## src/rtl/ket_pkg.sv

```systemverilog
// ket_pkg: shared constants, codes and controller/datapath interface types
// for the keyed entry table; no dependencies
package ket_pkg;

	localparam int DEPTH        = 16;
	localparam int KEY_BITS     = 32;
	localparam int PAYLOAD_BITS = 64;
	localparam int IDX_BITS     = $clog2(DEPTH);
	localparam int CNT_BITS     = $clog2(DEPTH + 1);
	localparam int CAP_BITS     = 5;
	localparam int CMP_BITS     = (CNT_BITS > CAP_BITS) ? CNT_BITS : CAP_BITS;
	localparam logic [CAP_BITS-1:0] CAP_RESET = CAP_BITS'(16);

	typedef enum logic [1:0] {
		OP_ADD = 2'd0,
		OP_GET = 2'd1,
		OP_DEL = 2'd2,
		OP_UPD = 2'd3
	} op_t;

	typedef enum logic [1:0] {
		ST_OK   = 2'd0,
		ST_FULL = 2'd1,
		ST_DUP  = 2'd2,
		ST_MISS = 2'd3
	} status_t;

	typedef enum logic [1:0] {
		WR_APPEND = 2'd0,
		WR_UPDATE = 2'd1,
		WR_SHIFT  = 2'd2
	} wr_src_t;

	// controller to datapath
	typedef struct packed {
		logic    ld;
		logic    scan;
		logic    shift;
		logic    idx_inc;
		logic    wr_en;
		wr_src_t wr_src;
		logic    inc;
		logic    dec;
		logic    fin;
		logic    take;
		status_t status;
	} ket_cmd_t;

	// datapath to controller
	typedef struct packed {
		op_t  op;
		logic full;
		logic match;
		logic at_end;
		logic last;
	} ket_stat_t;

endpackage

```

## src/rtl/ket_dp.sv

```systemverilog
// ket_dp: datapath of the keyed entry table: entry memory, scan index,
// fill count, capacity register and result registers; uses ket_pkg
module ket_dp (
	input  logic                             clk,
	input  logic                             arst_n,
	input  logic                             cfg_we,
	input  logic [ket_pkg::CAP_BITS-1:0]     cfg_wdata,
	input  logic [1:0]                       op,
	input  logic [ket_pkg::KEY_BITS-1:0]     key,
	input  logic [ket_pkg::KEY_BITS-1:0]     new_key,
	input  logic [ket_pkg::PAYLOAD_BITS-1:0] payload,
	input  ket_pkg::ket_cmd_t                cmd,
	output ket_pkg::ket_stat_t               stat,
	output logic [1:0]                       status,
	output logic [ket_pkg::KEY_BITS-1:0]     out_key,
	output logic [ket_pkg::PAYLOAD_BITS-1:0] out_payload,
	output logic [ket_pkg::CNT_BITS-1:0]     entry_count
);
	import ket_pkg::*;

	logic [KEY_BITS-1:0]     key_mem [DEPTH];
	logic [PAYLOAD_BITS-1:0] pl_mem  [DEPTH];

	op_t                     op_q;
	logic [KEY_BITS-1:0]     key_q, nkey_q, rd_key_q, res_key_q;
	logic [PAYLOAD_BITS-1:0] pl_q, rd_pl_q, res_pl_q;
	status_t                 res_status_q;
	logic [CNT_BITS-1:0]     idx_q;
	logic [CNT_BITS-1:0]     fill_q;
	logic [CAP_BITS-1:0]     cap_q;

	logic [CNT_BITS:0]       ahead;
	logic [IDX_BITS-1:0]     rd_addr, wr_addr;
	logic [KEY_BITS-1:0]     wr_key;
	logic [PAYLOAD_BITS-1:0] wr_pl;
	logic [CMP_BITS-1:0]     limit, cap_ext;

	// read address runs one entry ahead while scanning, two while shifting
	always_comb begin
		ahead = {1'b0, idx_q} + (cmd.shift ? (CNT_BITS+1)'(2) : (CNT_BITS+1)'(1));
		rd_addr = (cmd.scan || cmd.shift) ? ahead[IDX_BITS-1:0] : '0;
	end

	always_comb begin
		unique case (cmd.wr_src)
			WR_APPEND: begin
				wr_addr = fill_q[IDX_BITS-1:0];
				wr_key  = key_q;
				wr_pl   = pl_q;
			end
			WR_UPDATE: begin
				wr_addr = idx_q[IDX_BITS-1:0];
				wr_key  = nkey_q;
				wr_pl   = pl_q;
			end
			WR_SHIFT: begin
				wr_addr = idx_q[IDX_BITS-1:0];
				wr_key  = rd_key_q;
				wr_pl   = rd_pl_q;
			end
			default: begin
				wr_addr = idx_q[IDX_BITS-1:0];
				wr_key  = key_q;
				wr_pl   = pl_q;
			end
		endcase
	end

	// capacity saturates at table depth
	always_comb begin
		cap_ext = CMP_BITS'(cap_q);
		limit   = (cap_ext > CMP_BITS'(DEPTH)) ? CMP_BITS'(DEPTH) : cap_ext;
		stat.op     = op_q;
		stat.full   = CMP_BITS'(fill_q) >= limit;
		stat.match  = rd_key_q == key_q;
		stat.at_end = idx_q >= fill_q;
		stat.last   = ({1'b0, idx_q} + (CNT_BITS+1)'(1)) >= {1'b0, fill_q};
	end

	always_ff @(posedge clk or negedge arst_n) begin
		if (!arst_n) begin
			idx_q  <= '0;
			fill_q <= '0;
			cap_q  <= CAP_RESET;
		end else begin
			if (cfg_we) begin
				cap_q <= cfg_wdata;
			end
			if (cmd.ld) begin
				idx_q <= '0;
			end else if (cmd.idx_inc) begin
				idx_q <= idx_q + CNT_BITS'(1);
			end
			if (cmd.inc) begin
				fill_q <= fill_q + CNT_BITS'(1);
			end else if (cmd.dec) begin
				fill_q <= fill_q - CNT_BITS'(1);
			end
		end
	end

	always_ff @(posedge clk) begin
		if (cmd.ld) begin
			op_q   <= op_t'(op);
			key_q  <= key;
			nkey_q <= new_key;
			pl_q   <= payload;
		end
		if (cmd.wr_en) begin
			key_mem[wr_addr] <= wr_key;
			pl_mem[wr_addr]  <= wr_pl;
		end
		rd_key_q <= key_mem[rd_addr];
		rd_pl_q  <= pl_mem[rd_addr];
		if (cmd.fin) begin
			res_status_q <= cmd.status;
			res_key_q    <= cmd.take ? rd_key_q : '0;
			res_pl_q     <= cmd.take ? rd_pl_q : '0;
		end
	end

	assign status      = res_status_q;
	assign out_key     = res_key_q;
	assign out_payload = res_pl_q;
	assign entry_count = fill_q;

	a_fill_bound: assert property (@(posedge clk) disable iff (!arst_n)
		fill_q <= CNT_BITS'(DEPTH))
		else $error("fill count above table depth");

	a_no_inc_and_dec: assert property (@(posedge clk) disable iff (!arst_n)
		!(cmd.inc && cmd.dec))
		else $error("fill count moved both ways");

	a_append_room: assert property (@(posedge clk) disable iff (!arst_n)
		cmd.inc |-> !stat.full)
		else $error("append into a full table");

endmodule

```

## src/rtl/ket_ctrl.sv

```systemverilog
// ket_ctrl: operation sequencer of the keyed entry table (scan, shift,
// finish); uses ket_pkg
module ket_ctrl (
	input  logic               clk,
	input  logic               arst_n,
	input  logic               start,
	input  ket_pkg::ket_stat_t stat,
	output ket_pkg::ket_cmd_t  cmd,
	output logic               busy,
	output logic               done
);
	import ket_pkg::*;

	typedef enum logic [1:0] {
		S_IDLE,
		S_SCAN,
		S_SHIFT
	} state_t;

	state_t state_q, state_nxt;
	logic   hit_q;
	logic   done_q;

	always_comb begin
		cmd       = '0;
		cmd.wr_src = WR_APPEND;
		cmd.status = ST_OK;
		state_nxt = state_q;
		unique case (state_q)
			S_IDLE: begin
				if (start) begin
					cmd.ld    = 1'b1;
					state_nxt = S_SCAN;
				end
			end
			S_SCAN: begin
				cmd.scan = 1'b1;
				priority if (stat.op == OP_ADD && stat.full) begin
					cmd.fin    = 1'b1;
					cmd.status = ST_FULL;
					state_nxt  = S_IDLE;
				end else if (stat.at_end) begin
					cmd.fin   = 1'b1;
					state_nxt = S_IDLE;
					unique case (stat.op)
						OP_ADD: begin
							cmd.wr_en  = 1'b1;
							cmd.wr_src = WR_APPEND;
							cmd.inc    = 1'b1;
							cmd.status = ST_OK;
						end
						OP_UPD: cmd.status = hit_q ? ST_OK : ST_MISS;
						default: cmd.status = ST_MISS;
					endcase
				end else if (stat.match) begin
					unique case (stat.op)
						OP_ADD: begin
							cmd.fin    = 1'b1;
							cmd.status = ST_DUP;
							state_nxt  = S_IDLE;
						end
						OP_GET: begin
							cmd.fin    = 1'b1;
							cmd.take   = 1'b1;
							cmd.status = ST_OK;
							state_nxt  = S_IDLE;
						end
						OP_DEL: state_nxt = S_SHIFT;
						OP_UPD: begin
							cmd.wr_en   = 1'b1;
							cmd.wr_src  = WR_UPDATE;
							cmd.idx_inc = 1'b1;
						end
						default: state_nxt = S_IDLE;
					endcase
				end else begin
					cmd.idx_inc = 1'b1;
				end
			end
			S_SHIFT: begin
				cmd.shift = 1'b1;
				if (!stat.last) begin
					cmd.wr_en   = 1'b1;
					cmd.wr_src  = WR_SHIFT;
					cmd.idx_inc = 1'b1;
				end else begin
					cmd.dec    = 1'b1;
					cmd.fin    = 1'b1;
					cmd.status = ST_OK;
					state_nxt  = S_IDLE;
				end
			end
			default: state_nxt = S_IDLE;
		endcase
	end

	always_ff @(posedge clk or negedge arst_n) begin
		if (!arst_n) begin
			state_q <= S_IDLE;
			hit_q   <= 1'b0;
			done_q  <= 1'b0;
		end else begin
			state_q <= state_nxt;
			done_q  <= cmd.fin;
			if (cmd.ld) begin
				hit_q <= 1'b0;
			end else if (cmd.wr_en && cmd.wr_src == WR_UPDATE) begin
				hit_q <= 1'b1;
			end
		end
	end

	assign busy = state_q != S_IDLE;
	assign done = done_q;

	a_start_busy: assert property (@(posedge clk) disable iff (!arst_n)
		start && !busy |=> busy)
		else $error("accepted transaction did not raise busy");

	a_done_idle: assert property (@(posedge clk) disable iff (!arst_n)
		done |-> !busy && $past(busy))
		else $error("result strobe outside end of operation");

	a_shift_delete: assert property (@(posedge clk) disable iff (!arst_n)
		state_q == S_SHIFT |-> stat.op == OP_DEL)
		else $error("compaction shift outside delete");

endmodule

```

## src/rtl/keyed_entry_table.sv

```systemverilog
// keyed_entry_table: top level of a compacted, linearly searched key and
// payload table; instantiates ket_ctrl and ket_dp, uses ket_pkg
//
//  channel   handshake             ports
//  -------   --------------------  ---------------------------------------------
//  command   start & !busy         op, key, new_key, payload
//  result    done (one cycle)      status, out_key, out_payload, entry_count
//  config    cfg_we                cfg_wdata (capacity)
//
// a transaction runs from the start cycle, which loads the command, through
// the scan, which visits entries up to a deciding match or to the end of the
// filled entries when no match decides (a full add decides in the first scan
// step), and on delete through a shift that moves the later entries down, to
// the registered result strobe; the entry memory has a single read port with
// registered data, read one entry ahead
// a new transaction may start in the cycle the previous result is shown
// reset empties the table (fill count zero, capacity DEPTH); entry contents
// are not cleared and need no clearing pass
// results cannot be stalled: each is presented for exactly one cycle
module keyed_entry_table (
	input  logic                             clk,
	input  logic                             arst_n,
	input  logic                             start,
	output logic                             busy,
	input  logic [1:0]                       op,
	input  logic [ket_pkg::KEY_BITS-1:0]     key,
	input  logic [ket_pkg::KEY_BITS-1:0]     new_key,
	input  logic [ket_pkg::PAYLOAD_BITS-1:0] payload,
	output logic                             done,
	output logic [1:0]                       status,
	output logic [ket_pkg::KEY_BITS-1:0]     out_key,
	output logic [ket_pkg::PAYLOAD_BITS-1:0] out_payload,
	output logic [ket_pkg::CNT_BITS-1:0]     entry_count,
	input  logic                             cfg_we,
	input  logic [ket_pkg::CAP_BITS-1:0]     cfg_wdata
);
	import ket_pkg::*;

	// command and status between sequencer and datapath
	ket_cmd_t  cmd;
	ket_stat_t stat;

	// sequencer: idle, scan for matching entries, compaction shift on delete
	ket_ctrl u_ctrl (
		.clk    (clk),
		.arst_n (arst_n),
		.start  (start),
		.stat   (stat),
		.cmd    (cmd),
		.busy   (busy),
		.done   (done)
	);

	// datapath: entry memory, scan index, fill count, capacity, results
	ket_dp u_dp (
		.clk         (clk),
		.arst_n      (arst_n),
		.cfg_we      (cfg_we),
		.cfg_wdata   (cfg_wdata),
		.op          (op),
		.key         (key),
		.new_key     (new_key),
		.payload     (payload),
		.cmd         (cmd),
		.stat        (stat),
		.status      (status),
		.out_key     (out_key),
		.out_payload (out_payload),
		.entry_count (entry_count)
	);

endmodule

```

## config.mk

```make
export PLATFORM = sky130hd
export DESIGN_NAME = keyed_entry_table
export DESIGN_NICKNAME = d
export VERILOG_FILES = /design/src/rtl/ket_pkg.sv /design/src/rtl/ket_dp.sv /design/src/rtl/ket_ctrl.sv /design/src/rtl/keyed_entry_table.sv
export SDC_FILE = /design/constraint.sdc
export NUM_CORES = 2
export LEC_CHECK = 0
export BUFFER_PORTS_ARGS = -buffer_cell sky130_fd_sc_hd__buf_4
export CORE_MARGIN = 2
export CORE_UTILIZATION = 55
export CTS_BUF_LIST = sky130_fd_sc_hd__clkbuf_8
export CTS_CLUSTER_SIZE = 30
export DETAILED_ROUTE_END_ITERATION = 12
export GPL_TIMING_DRIVEN = 0
export PLACE_DENSITY_LB_ADDON = 0.3
export SETUP_SLACK_MARGIN = 0.5
export SYNTH_ARGS = -nofsm -noshare
export SYNTH_HDL_FRONTEND = slang
export SYNTH_HIERARCHICAL = 1
export SYNTH_SLANG_ARGS = --single-unit
```

## constraint.sdc

```tcl
create_clock -name clk -period 7.8 [get_ports clk]
set_input_delay 0.39 -clock clk [delete_from_list [all_inputs] [get_ports clk]]
set_output_delay 0.39 -clock clk [all_outputs]
set_load 0.02 [all_outputs]
```

==> out/metrics.yaml <==
setup_path:
  crit_path_max_fanout: 16
  arrival_ns: 6.56
  cp.required_ns: 8.31
  critical_path.startpoint_type: "flop"
  path_class: "reg2reg"
  end_kind: "flop"
finish:
  instances_no_fill: 6430
  drive_gt1_share_pct: 24.3
  final_util_pct: 65.0
  nets: 4704
  fillers: 8517
  syn2layout_area_growth_pct: 17.3
placed_design:
  place_congestion: 0.847
  place_hpwl_mm: 109
  dp_cells: 5746
  port_buffers: 243
yosys:
  yosys.cell_types.count: 62
  synth_top_family_by_area: "compound AO/OA/AOI/OAI gates"
  synth-edff-count: 1764
  ys.flop_type: "edfxtp_1"
  synth-compound-area-share_pct: 9.00
  yosys.area_share.xor_xnor_pct: 0.546
  syn_area_sq_um: 70600
  synth.largest_area_cell: "edfxtp_1"
  ys.warnings.count: 6
  synthArstFlopShare_pct: 1.01
  synth_area_leaders: "edfxtp_1 (75%), mux2_2 (4.2%), dfxtp_1 (2.7%)"
  muxShareOfSynthArea_pct: 6.92
  syn_area_per_cell_sq_um: 18.7
  synth.ff_latch_count: 1879
  synth_top_area_share_pct: 75.0
  syn-num-nets: 3953
  synth-simple-area-share_pct: 2.81
  syn_inst: 3785
  synth-seq-area-share_pct: 78.4
  synthAdderAreaFrac_pct: 0.535
clock_tree:
  ctsHtreeMaxLevel: 5
  ctsRootBufferMaster: "clkbuf_8"
  clock_sinks: 1879
  cts.clk_slew.worst_paths_ns: 0.06
  clockBufferDepth: 4
  cts_tree: "done"
  cts_resized: 0
  insertion_delay_ns: 0.98
  cts_made_buffers: 309
timing:
  fin_skew_ns: 0.0535
  hold_viol_final: 0
  setup_viol: 0
  setup_tns_ns: 0
  finalMaxSlewViolations: 17
  max_freq_ghz: 0.166
  max_slew_margin_pct: -0.671
  holdWs_ns: 0.132
  post-route-period-util_pct: 77.5
  rsz0062_at_grt: "no"
  period_needed_ns: 6.04
  worst_pin_slew_ns: 1.51
detailed_routing:
  dr.first_iter.drc_count: 5207
  avgViaCountPerCell: 6.20
  drc_errors: 0
  ant_nets: 0
  wl_per_cell_um: 26.9
  dr.pass1.iters: 6
  drt_wl_total_mm: 173
  vias: 39800
outcome:
  outcome: "finished with violations"
  violations: "max-capacitance violations, max-slew violations"
floorplanning:
  fp.dieArea_sq_um: 131000
  die_y_um: 362
  core_sq_um: 128000
  rows: 131
  die_x_um: 362
  start_util_pct: 55.4
  io_pins: 244
global_routing:
  grt_max_degree: 56
  antenna_found_initial: 7
  grt_pass1_vias: 40200
  grt_pass1_wl_mm: 254
  track_usage_pct: 26.1
  grt_remaining_overflow: 0
pwr:
  vdd_drop_max_uv: 260
  cellPowerDensity_nw_per_um2: 370
  totalPowerFinal_mw: 30.7
  p_leak_nw: 28.7
job:
  drv_cap: 1
worst_hold_path:
  hp-class: "in2reg"
-- cells in the mapped netlist, drive strengths merged, types with 21 or more instances --
cell / count
nor2: 259
inv: 21
clkbuf: 103
a221oi: 97
a22oi: 34
a221o: 190
buf: 141
a21oi: 45
mux2: 263
o22ai: 99
edfxtp: 1764
mux2i: 192
ha: 27
dfxtp: 96
a222oi: 191
xor2: 38
and2: 101
-- what timing repair did --
action	CTS	global route
hold buffers	140	0
hold endpoints to repair	156	0
setup buffers	0	0
-- where the power goes --
group	total, mW	switching, mW	internal [mW]
Combinational	9.99	6.42	3.57
Sequential	12.9	0.359	12.5
Clock	7.80	3.70	4.10
-- per-layer routing --
metal,routed length (um),vias to the layer above,global-route usage [%]
li1,-,17200,-
met1,66600,20300,34.2
met4,6410,0,10.8
met5,0,-,0
met3,13800,373,4.26
met2,86000,2011,43.6
-- through the flow --
stage / worst slack (ns) / instance area (sq um)
2_1_floorplan: 0.422 / 70600
3_3_place_gp: -3.76 / 74500
6_report: 1.76 / 82800
4_1_cts: 1.56 / 82800
5_1_grt: 1.28 / 82800
3_5_place_dp: 1.58 / 75800
-- registers in the layout, summed over array words and instances (netlist names), 32 cells and up --
signal,cells
u_dp/key_mem,512
u_dp/key_q,32
u_dp/nkey_q,32
u_dp/out_key,32
u_dp/out_payload,64
u_dp/pl_mem,1024
u_dp/pl_q,64
u_dp/rd_key_q,32
u_dp/rd_pl_q,64
-- kinds of logic (layout without fill, tap and decap cells) --
| logic type | after synthesis | after routing |
|---|---|---|
| compound gates | 690 | 690 |
| xor+xnor | 44 | 44 |
| mux | 455 | 455 |
| fa+ha+maj | 29 | 29 |
| simple gates | 423 | 423 |
| flops | 1879 | 1879 |
| buf+inv | 265 | 1238 |
| other cells | 0 | 10 |
-- placed cells by master (no fill, tap or decap), types with 10 or more instances in the layout --
cell type / synthesis / final
edfxtp_1: 1764 / 1764
buf_12: 0 / 45
nor2_1: 255 / 239
inv_1: 21 / 142
buf_1: 10 / 10
buf_2: 106 / 106
a21oi_1: 44 / 38
buf_16: 0 / 10
mux2_2: 262 / 262
clkinv_2: 0 / 20
dfrtp_1: 18 / 18
buf_4: 18 / 262
clkbuf_1: 101 / 100
clkbuf_8: 0 / 336
o22ai_1: 98 / 98
xor2_1: 38 / 38
a221o_1: 190 / 190
a22oi_1: 34 / 34
and2_1: 100 / 99
clkinv_1: 0 / 45
a222oi_1: 191 / 191
nor2_4: 3 / 18
dlygate4sd3_1: 0 / 140
nand2_1: 20 / 20
mux2i_1: 192 / 192
ha_1: 27 / 27
diode_2: 0 / 10
a221oi_1: 47 / 47
dfxtp_1: 96 / 96
a221oi_2: 50 / 50
-- final timing paths --
| path | slack [ns] | cells past startpoint | end | start |
|---|---|---|---|---|
| setup / recovery | 1.76 | 15 | u_dp/key_mem[15][7] | u_dp/idx_q[0] |
| max in group asynchronous | 5.96 | 4 | u_ctrl/hit_q | arst_n |
| hold reg to reg | 0.50 | 2 | u_ctrl/hit_q | u_ctrl/hit_q |
| min in group asynchronous | 0.49 | 3 | u_dp/cap_ext[4] | arst_n |
| hold / removal | 0.13 | 2 | u_dp/pl_q[30] | payload[30] |
| setup reg to reg | 1.76 | 15 | u_dp/key_mem[15][7] | u_dp/idx_q[0] |
-- area by class of cell --
class / instances / area [sq um] / area share (%)
antenna: 10 / 25.0 / 0.0302
buffer: 244 / 1180 / 1.42
clock buffer: 336 / 4620 / 5.58
clock inverter: 197 / 920 / 1.11
inverter: 21 / 78.8 / 0.0951
multi-input combinational: 1641 / 14100 / 17.1
sequential: 1879 / 55400 / 66.8
tap: 1662 / 2080 / 2.51
timing repair buffer: 440 / 4420 / 5.34
-- critical path, cell delays in order, from the launching register on --
cell      delay (ns)
dfrtp_1         0.50
ha_1            0.39
ha_1            0.28
a21o_1          0.16
a211oi_1        0.22
o21ai_0         0.14
nand2b_1        0.25
inv_1           0.13
and2_1          0.16
ha_1            0.15
clkbuf_2        0.48
buf_16          0.23
clkbuf_1        0.61
clkbuf_1        0.50
a22oi_1         0.18
a21oi_1         1.19
Note: power is estimated with default switching activity, not from simulation.
